<file path="src/hw/rtl/fba_pkg.sv">
`timescale 1ns / 1ps

package fba_pkg;

    // Bitmap geometry: one bit per frame, 32 frames per word.
    localparam int NUM_FRAMES = 4096;
    localparam int WORD_BITS  = 32;
    localparam int MAP_WORDS  = NUM_FRAMES / WORD_BITS;
    localparam int WADDR_W    = $clog2(MAP_WORDS);
    localparam int BIT_W      = $clog2(WORD_BITS);
    localparam int FRAME_W    = 12;
    localparam int COUNT_W    = 13;
    // Word counter holds the word count itself, so one bit wider than an address.
    localparam int WCNT_W     = WADDR_W + 1;

    localparam logic [COUNT_W-1:0] FRAME_COUNT_RST = COUNT_W'(NUM_FRAMES);
    localparam logic [WORD_BITS-1:0] WORD_FULL = {WORD_BITS{1'b1}};

    // Request codes.
    typedef enum logic {
        REQ_ALLOC = 1'b0,
        REQ_FREE  = 1'b1
    } req_type_t;

    // Result status codes.
    typedef enum logic [1:0] {
        ST_ALLOC = 2'd0,
        ST_FREED = 2'd1,
        ST_NOP   = 2'd2,
        ST_FULL  = 2'd3
    } status_t;

    // Sequencer states.
    typedef enum logic [2:0] {
        S_IDLE,
        S_SCAN,
        S_FREE_RD,
        S_FREE_WR,
        S_DONE
    } state_t;

    // Input item.
    typedef struct packed {
        req_type_t            req_type;
        logic [FRAME_W-1:0]   page_frame;
        logic                 kernel_only;
        logic                 writable;
    } fba_req_t;

    // Result item.
    typedef struct packed {
        status_t              status;
        logic [FRAME_W-1:0]   new_frame;
        logic                 present_bit;
        logic                 rw_bit;
        logic                 user_bit;
    } fba_rsp_t;

endpackage

</file>
<file path="src/hw/rtl/fba_ram.sv">
`timescale 1ns / 1ps

module fba_ram #(
    parameter int WIDTH = 32,
    parameter int DEPTH = 128
) (
    input  logic                     clk,
    input  logic                     we,
    input  logic [$clog2(DEPTH)-1:0] waddr,
    input  logic [WIDTH-1:0]         wdata,
    input  logic                     re,
    input  logic [$clog2(DEPTH)-1:0] raddr,
    output logic [WIDTH-1:0]         rdata
);

    logic [WIDTH-1:0] mem [DEPTH];
    logic [WIDTH-1:0] rdata_reg;

    // One write port and one registered read port.
    always_ff @(posedge clk)
    begin
        if (we)
        begin
            mem[waddr] <= wdata;
        end
        if (re)
        begin
            rdata_reg <= mem[raddr];
        end
    end

    assign rdata = rdata_reg;

endmodule

</file>
<file path="src/hw/rtl/frame_bitmap_allocator.sv">
`timescale 1ns / 1ps

// First-fit page frame allocator over a used-frame bitmap of 128 words x 32 bits.
// Input channel (in_valid/in_ready/in_data) takes one allocate or free request per item;
// output channel (out_valid/out_ready/out_data) returns exactly one result per item.
// cfg_we/cfg_data write frame_count, which bounds the search to frame_count/32 words;
// write it only while the block is idle.
// An allocate with a nonzero frame or a free of frame 0 goes through S_DONE to the output
// register. A free reads, then writes back, the bitmap word. An allocate scans the words
// in order; the bitmap RAM read port delivers one word per cycle while it scans.
// One item is in work at a time; in_ready is high only while the sequencer is idle.
// A finished result waits in its own state until the output register is free, and the
// next item can be accepted while a result sits in the output register.
// Reset clears every word's valid bit, so the whole bitmap reads as free at once with
// no clearing pass; frame_count returns to 4096.
// When the receiver stalls, out_data holds; at most one further item completes and then
// waits for the output register.
module frame_bitmap_allocator (
    input  logic                         clk,
    input  logic                         rst_n,
    input  logic                         in_valid,
    output logic                         in_ready,
    input  fba_pkg::fba_req_t            in_data,
    output logic                         out_valid,
    input  logic                         out_ready,
    output fba_pkg::fba_rsp_t            out_data,
    input  logic                         cfg_we,
    input  logic [fba_pkg::COUNT_W-1:0]  cfg_data
);

    import fba_pkg::*;

    // Control and payload registers.
    state_t                 state_reg, state_next;
    logic [COUNT_W-1:0]     frame_count_reg;
    fba_req_t               req_reg, req_next;
    fba_rsp_t               res_reg, res_next;
    logic                   out_valid_reg, out_valid_next;
    fba_rsp_t               out_data_reg, out_data_next;
    logic [WCNT_W-1:0]      limit_reg, limit_next;
    logic [WCNT_W-1:0]      issue_idx_reg, issue_idx_next;
    logic                   pend_reg, pend_next;
    logic [WADDR_W-1:0]     pend_idx_reg, pend_idx_next;
    logic [MAP_WORDS-1:0]   word_valid_reg;
    logic                   rd_valid_reg;

    // RAM port signals.
    logic                   ram_we;
    logic [WADDR_W-1:0]     ram_waddr;
    logic [WORD_BITS-1:0]   ram_wdata;
    logic                   ram_re;
    logic [WADDR_W-1:0]     ram_raddr;
    logic [WORD_BITS-1:0]   ram_rdata;

    logic [WORD_BITS-1:0]   word_eff;
    logic [BIT_W-1:0]       zero_bit;
    logic [WCNT_W-1:0]      words_in_cfg;
    logic                   issue_ok;

    fba_ram #(
        .WIDTH (WORD_BITS),
        .DEPTH (MAP_WORDS)
    ) u_map (
        .clk   (clk),
        .we    (ram_we),
        .waddr (ram_waddr),
        .wdata (ram_wdata),
        .re    (ram_re),
        .raddr (ram_raddr),
        .rdata (ram_rdata)
    );

    // A word never written since reset reads as all free.
    assign word_eff = rd_valid_reg ? ram_rdata : '0;

    // Lowest zero bit of the word just read.
    always_comb
    begin
        zero_bit = '0;
        for (int i = WORD_BITS - 1; i >= 0; i--)
        begin
            if (!word_eff[i])
            begin
                zero_bit = BIT_W'(i);
            end
        end
    end

    // Words to search: frame_count/32, saturated at the bitmap depth.
    always_comb
    begin
        if (frame_count_reg[COUNT_W-1:BIT_W] > (COUNT_W - BIT_W)'(MAP_WORDS))
        begin
            words_in_cfg = WCNT_W'(MAP_WORDS);
        end
        else
        begin
            words_in_cfg = WCNT_W'(frame_count_reg[COUNT_W-1:BIT_W]);
        end
    end

    assign issue_ok = issue_idx_reg < limit_reg;

    // Sequencer: next state, RAM controls and result.
    always_comb
    begin
        state_next     = state_reg;
        req_next       = req_reg;
        res_next       = res_reg;
        limit_next     = limit_reg;
        issue_idx_next = issue_idx_reg;
        pend_next      = pend_reg;
        pend_idx_next  = pend_idx_reg;
        out_valid_next = out_valid_reg && !out_ready;
        out_data_next  = out_data_reg;
        in_ready       = 1'b0;
        ram_we         = 1'b0;
        ram_waddr      = '0;
        ram_wdata      = '0;
        ram_re         = 1'b0;
        ram_raddr      = '0;

        case (state_reg)
            S_IDLE:
            begin
                in_ready = 1'b1;
                if (in_valid)
                begin
                    req_next = in_data;
                    res_next = '{status: ST_NOP, new_frame: '0, present_bit: 1'b0,
                                 rw_bit: 1'b0, user_bit: 1'b0};
                    if (in_data.req_type == REQ_ALLOC)
                    begin
                        if (in_data.page_frame != '0)
                        begin
                            res_next.new_frame = in_data.page_frame;
                            state_next = S_DONE;
                        end
                        else
                        begin
                            limit_next     = words_in_cfg;
                            issue_idx_next = '0;
                            pend_next      = 1'b0;
                            state_next     = S_SCAN;
                        end
                    end
                    else if (in_data.page_frame == '0)
                    begin
                        state_next = S_DONE;
                    end
                    else
                    begin
                        ram_re     = 1'b1;
                        ram_raddr  = in_data.page_frame[FRAME_W-1:BIT_W];
                        state_next = S_FREE_RD;
                    end
                end
            end

            S_SCAN:
            begin
                if (pend_reg && word_eff != WORD_FULL)
                begin
                    // Take the lowest free frame of the first word that is not full.
                    ram_we    = 1'b1;
                    ram_waddr = pend_idx_reg;
                    ram_wdata = word_eff | (WORD_BITS'(1) << zero_bit);
                    res_next  = '{status: ST_ALLOC,
                                  new_frame: {pend_idx_reg, zero_bit},
                                  present_bit: 1'b1,
                                  rw_bit: req_reg.writable,
                                  user_bit: !req_reg.kernel_only};
                    state_next = S_DONE;
                end
                else if (!issue_ok)
                begin
                    // Every searched word is full, or no word is searched.
                    res_next = '{status: ST_FULL, new_frame: '0, present_bit: 1'b0,
                                 rw_bit: 1'b0, user_bit: 1'b0};
                    state_next = S_DONE;
                end
                else
                begin
                    // Issue the next word read while the previous one is checked.
                    ram_re         = 1'b1;
                    ram_raddr      = issue_idx_reg[WADDR_W-1:0];
                    pend_next      = 1'b1;
                    pend_idx_next  = issue_idx_reg[WADDR_W-1:0];
                    issue_idx_next = issue_idx_reg + WCNT_W'(1);
                end
            end

            S_FREE_RD:
            begin
                state_next = S_FREE_WR;
            end

            S_FREE_WR:
            begin
                ram_we    = 1'b1;
                ram_waddr = req_reg.page_frame[FRAME_W-1:BIT_W];
                ram_wdata = word_eff & ~(WORD_BITS'(1) << req_reg.page_frame[BIT_W-1:0]);
                res_next  = '{status: ST_FREED, new_frame: '0, present_bit: 1'b0,
                              rw_bit: 1'b0, user_bit: 1'b0};
                state_next = S_DONE;
            end

            S_DONE:
            begin
                if (!out_valid_reg || out_ready)
                begin
                    out_valid_next = 1'b1;
                    out_data_next  = res_reg;
                    state_next     = S_IDLE;
                end
            end

            default:
            begin
                state_next = S_IDLE;
            end
        endcase
    end

    // Control state.
    always_ff @(posedge clk or negedge rst_n)
    begin
        if (!rst_n)
        begin
            state_reg       <= S_IDLE;
            out_valid_reg   <= 1'b0;
            frame_count_reg <= FRAME_COUNT_RST;
            word_valid_reg  <= '0;
            rd_valid_reg    <= 1'b0;
            pend_reg        <= 1'b0;
            issue_idx_reg   <= '0;
            limit_reg       <= '0;
        end
        else
        begin
            state_reg     <= state_next;
            out_valid_reg <= out_valid_next;
            pend_reg      <= pend_next;
            issue_idx_reg <= issue_idx_next;
            limit_reg     <= limit_next;
            if (cfg_we)
            begin
                frame_count_reg <= cfg_data;
            end
            if (ram_re)
            begin
                rd_valid_reg <= word_valid_reg[ram_raddr];
            end
            if (ram_we)
            begin
                word_valid_reg[ram_waddr] <= 1'b1;
            end
        end
    end

    // Payload registers.
    always_ff @(posedge clk)
    begin
        req_reg      <= req_next;
        res_reg      <= res_next;
        pend_idx_reg <= pend_idx_next;
        out_data_reg <= out_data_next;
    end

    assign out_valid = out_valid_reg;
    assign out_data  = out_data_reg;

endmodule

</file>
<file path="config.mk">
export PLATFORM = sky130hd
export DESIGN_NAME = frame_bitmap_allocator
export DESIGN_NICKNAME = d
export VERILOG_FILES = /design/src/hw/rtl/fba_pkg.sv /design/src/hw/rtl/fba_ram.sv /design/src/hw/rtl/frame_bitmap_allocator.sv
export SDC_FILE = /design/constraint.sdc
export NUM_CORES = 2
export LEC_CHECK = 0
export BUFFER_PORTS_ARGS = -buffer_cell sky130_fd_sc_hd__buf_2
export CAP_MARGIN = 20
export CORE_MARGIN = 2
export CORE_UTILIZATION = 50
export CTS_CLUSTER_SIZE = 28
export DETAILED_ROUTE_END_ITERATION = 7
export HOLD_SLACK_MARGIN = 0.05
export PLACE_DENSITY_LB_ADDON = 0.08
export SYNTH_ARGS = -nofsm -noshare
export SYNTH_HDL_FRONTEND = slang
export SYNTH_SLANG_ARGS = --single-unit
</file>
<file path="constraint.sdc">
create_clock -name clk -period 9.2 [get_ports clk]
set_input_delay 0.92 -clock clk [delete_from_list [all_inputs] [get_ports clk]]
set_output_delay 0.92 -clock clk [all_outputs]
set_load 0.01 [all_outputs]
</file>
==> run summary <==
Status: complete, no violations
Crit path kind: register to register
Clock transition at path regs: 0.06 ns
Final worst setup slack: 2.24 ns
FILL cells: 25.9k
Clock group share of total power: 0.379
R2R depth: 17
Post-CTS Setup Inserts: 0
Port-buffer cells: 46
Final hold violation count: 0
Crit. End Element: register
Yosys reg bits: 4,341
Yosys top cell area share: 0.741
Largest register FFs: 4,096
Post-Route WL: 552,000 µm
Number of synthesized flops with an enable pin: 4,183
Slew at the pin with the worst max-slew slack: 1.34 ns
P&R area growth vs syn: 13.7%
FFs w/ async S/R, synth: 0.0364
Final setup violation count: 0
I/O pin total: 52
Worst Hold Class: primary input to register
Clock Tree Buf Depth: 4
Core Rows: 213
Register area share after synthesis: 0.764
First-pass DRT Iterations: 6
Initial antenna violation count: 27
Average size of a mapped cell: 15.8 µm²
Netlist cell types: 78
Syn Inst Count: 10.8k
Hold WS: 0.117 ns
Synth area leader: edfxtp_1
Wire length of the first global-routing pass: 760,000 µm
Core box area: 337,000 µm²
Detail Route Antenna Nets: 0
Maximum clock rate: 144 MHz
Clock root buffer master: clkbuf_16
Relative slew slack: 0.0997
Area contributors post-synth: edfxtp_1, mux4_2, nand2_1
TNS Setup: 0 ns
Synth Cell Area: 170,000 µm²
DR iter-0 viols: 13.5k
Clk_lat worst skew: 1.02 ns
Final GP Congestion: 0.942
RSZ-0062 raised after global routing: false
Total vias in the final route: 101k
Fin. max-slew vios: 0
Worst Hold Depth: 1
Dpl ws: 2.34 ns
Final Cell Area: 193,000 µm²
Commonest non-fill, non-tap cell in the layout: edfxtp_1
DIE HEIGHT: 586 µm
GRT overflow: 0
Synth warn: 0
Overall routing resource usage: 0.319
Fin crit period: 6.96 ns
Most frequent cells in the layout: edfxtp_1, nand2_1, nand3_1
HPWL after DPL: 319,000 µm
DRC Markers: 0
Req. time, crit path: 10.03 ns
Chip Width: 586 µm
Layout cells sized above 1: 0.168
Htree depth: 5
Pwr/cell area: 246 nW/µm²
CTS Buf Count: 445
Initial core utilization: 0.503
Switching pwr: 12.7 mW
P_int: 34.7 mW
CP startpoint kind: register
VDD IR max: 185 µV
Die area: 344,000 µm²
Clock Sinks: 4,341
Routed wire length per instance: 34.6 µm
Largest net degree at the start of global routing: 137
Vias in the first global route: 96.5k
Sequential power share: 0.487
Syn nets: 10.8k
Clock Skew: 0.0574 ns
Layout Nets: 11.1k
P_leak: 65.5 nW
CTS tree: yes
Post-CTS sizing: 0
Vias per cell: 6.36
Top_reg_cell synth: edfxtp_1
Max-Cap Viols: 0
Area after DPL: 178,000 µm²
Final worst path period share: 0.756
Power share of the combinational group: 0.134
Arr. time, crit path: 7.79 ns
Worst Path Max Fanout: 35
Sw Share: 0.269
-- path summary, 6_finish.rpt --
| kind | endpoint | slack (ns) | startpoint |
|---|---|---|---|
| max reg2reg | u_map.rdata[3]$_DFFE_PP_ | 2.24 | rd_valid_reg$_DFFE_PN0P_ |
| max in group asynchronous | word_valid_reg[90]$_DFFE_PN0P_ | 7.17 | rst_n |
| min in group asynchronous | state_reg[2]$_DFFE_PN0P_ | 0.50 | rst_n |
| min | req_reg[1]$_DFFE_PP_ | 0.12 | in_data[1] |
| max | u_map.rdata[3]$_DFFE_PP_ | 2.24 | rd_valid_reg$_DFFE_PN0P_ |
| min reg2reg | out_data[10]$_DFFE_PP_ | 0.41 | res_reg[10]$_DFFE_PP_ |
-- layout make-up --
class	instances	area, µm²	area share
diodes	12	30.0	0.000156
repair buffers	497	4290	0.0222
flip-flops and latches	4341	130000	0.672
well taps	4515	5650	0.0293
multi-input cells	5715	38500	0.200
clock inverters	261	2640	0.0137
clock buffers	576	11900	0.0617
inverters	42	158	0.000818
-- per-layer routing --
metal / share of wire / up-vias / track usage
li1: - / 42200 / -
met1: 0.38 / 52900 / 0.427
met2: 0.46 / 5293 / 0.498
met3: 0.095 / 1079 / 0.0618
met4: 0.061 / 2 / 0.168
met5: 0.000014 / - / 0
-- repair_timing --
item / CTS / global route
hold buffers: 1 / 0
hold endpoints to repair: 62 / 0
endpoints found under the setup margin: 0 / 0
-- power by group through the flow --
stage	sequential, mW	clock (mW)	combinational (mW)
floorplan	23.8	0	3.07
global placement	23.5	0	6.10
detailed placement	23.5	0	6.24
CTS	23.1	18.2	6.25
global route	23.1	18.9	6.60
finish	23.1	18.0	6.36
-- synthesized netlist by cell type (64+ instances only) --
| cell | number |
|---|---|
| a32oi_1 | 140 |
| dfrtp_1 | 157 |
| nand3_1 | 752 |
| clkbuf_1 | 296 |
| nor2_1 | 220 |
| nand4_1 | 80 |
| a21oi_1 | 526 |
| nor3_1 | 64 |
| nand2_1 | 2195 |
| or2_2 | 130 |
| buf_1 | 80 |
| buf_2 | 224 |
| a31oi_1 | 109 |
| o21ai_0 | 122 |
| mux4_2 | 390 |
| edfxtp_1 | 4183 |
| a22oi_1 | 158 |
| mux2i_1 | 275 |
-- stage by stage --
| stage | power [mW] | instances | util |
|---|---|---|---|
| 6_report | 47.5 | 16000 | 0.572 |
| 5_1_grt | 48.6 | 15900 | 0.572 |
| 4_1_cts | 47.5 | 15900 | 0.571 |
| 3_5_place_dp | 29.7 | 15100 | 0.528 |
| 3_3_place_gp | 29.6 | 15100 | 0.528 |
| 2_1_floorplan | 26.9 | 10800 | - |
-- critical path, stage by stage, from the launching register on --
cell	delay, ns
dfrtp_1	0.34
buf_4	0.30
nand3_2	0.15
or4_1	0.70
o41ai_4	0.48
o211ai_4	0.38
inv_2	0.47
a21o_4	0.87
buf_4	0.50
buf_4	0.48
buf_4	0.34
nand2_1	0.08
a32oi_1	0.20
o22ai_1	0.12
nor4_1	0.70
buf_4	0.27
a21oi_1	0.10
o21ai_1	0.20
-- cell families after synthesis --
family                     Yosys count  share of synthesized area
muxes                              674                     0.0686
adders and majority gates           10                   0.000738
buffers and inverters              705                     0.0191
and+or+nand+nor                   3563                     0.0900
DFF                               4341                      0.764
AOI/OAI and AO/OA                 1468                     0.0573
Note: power is estimated with default switching activity, not from simulation.
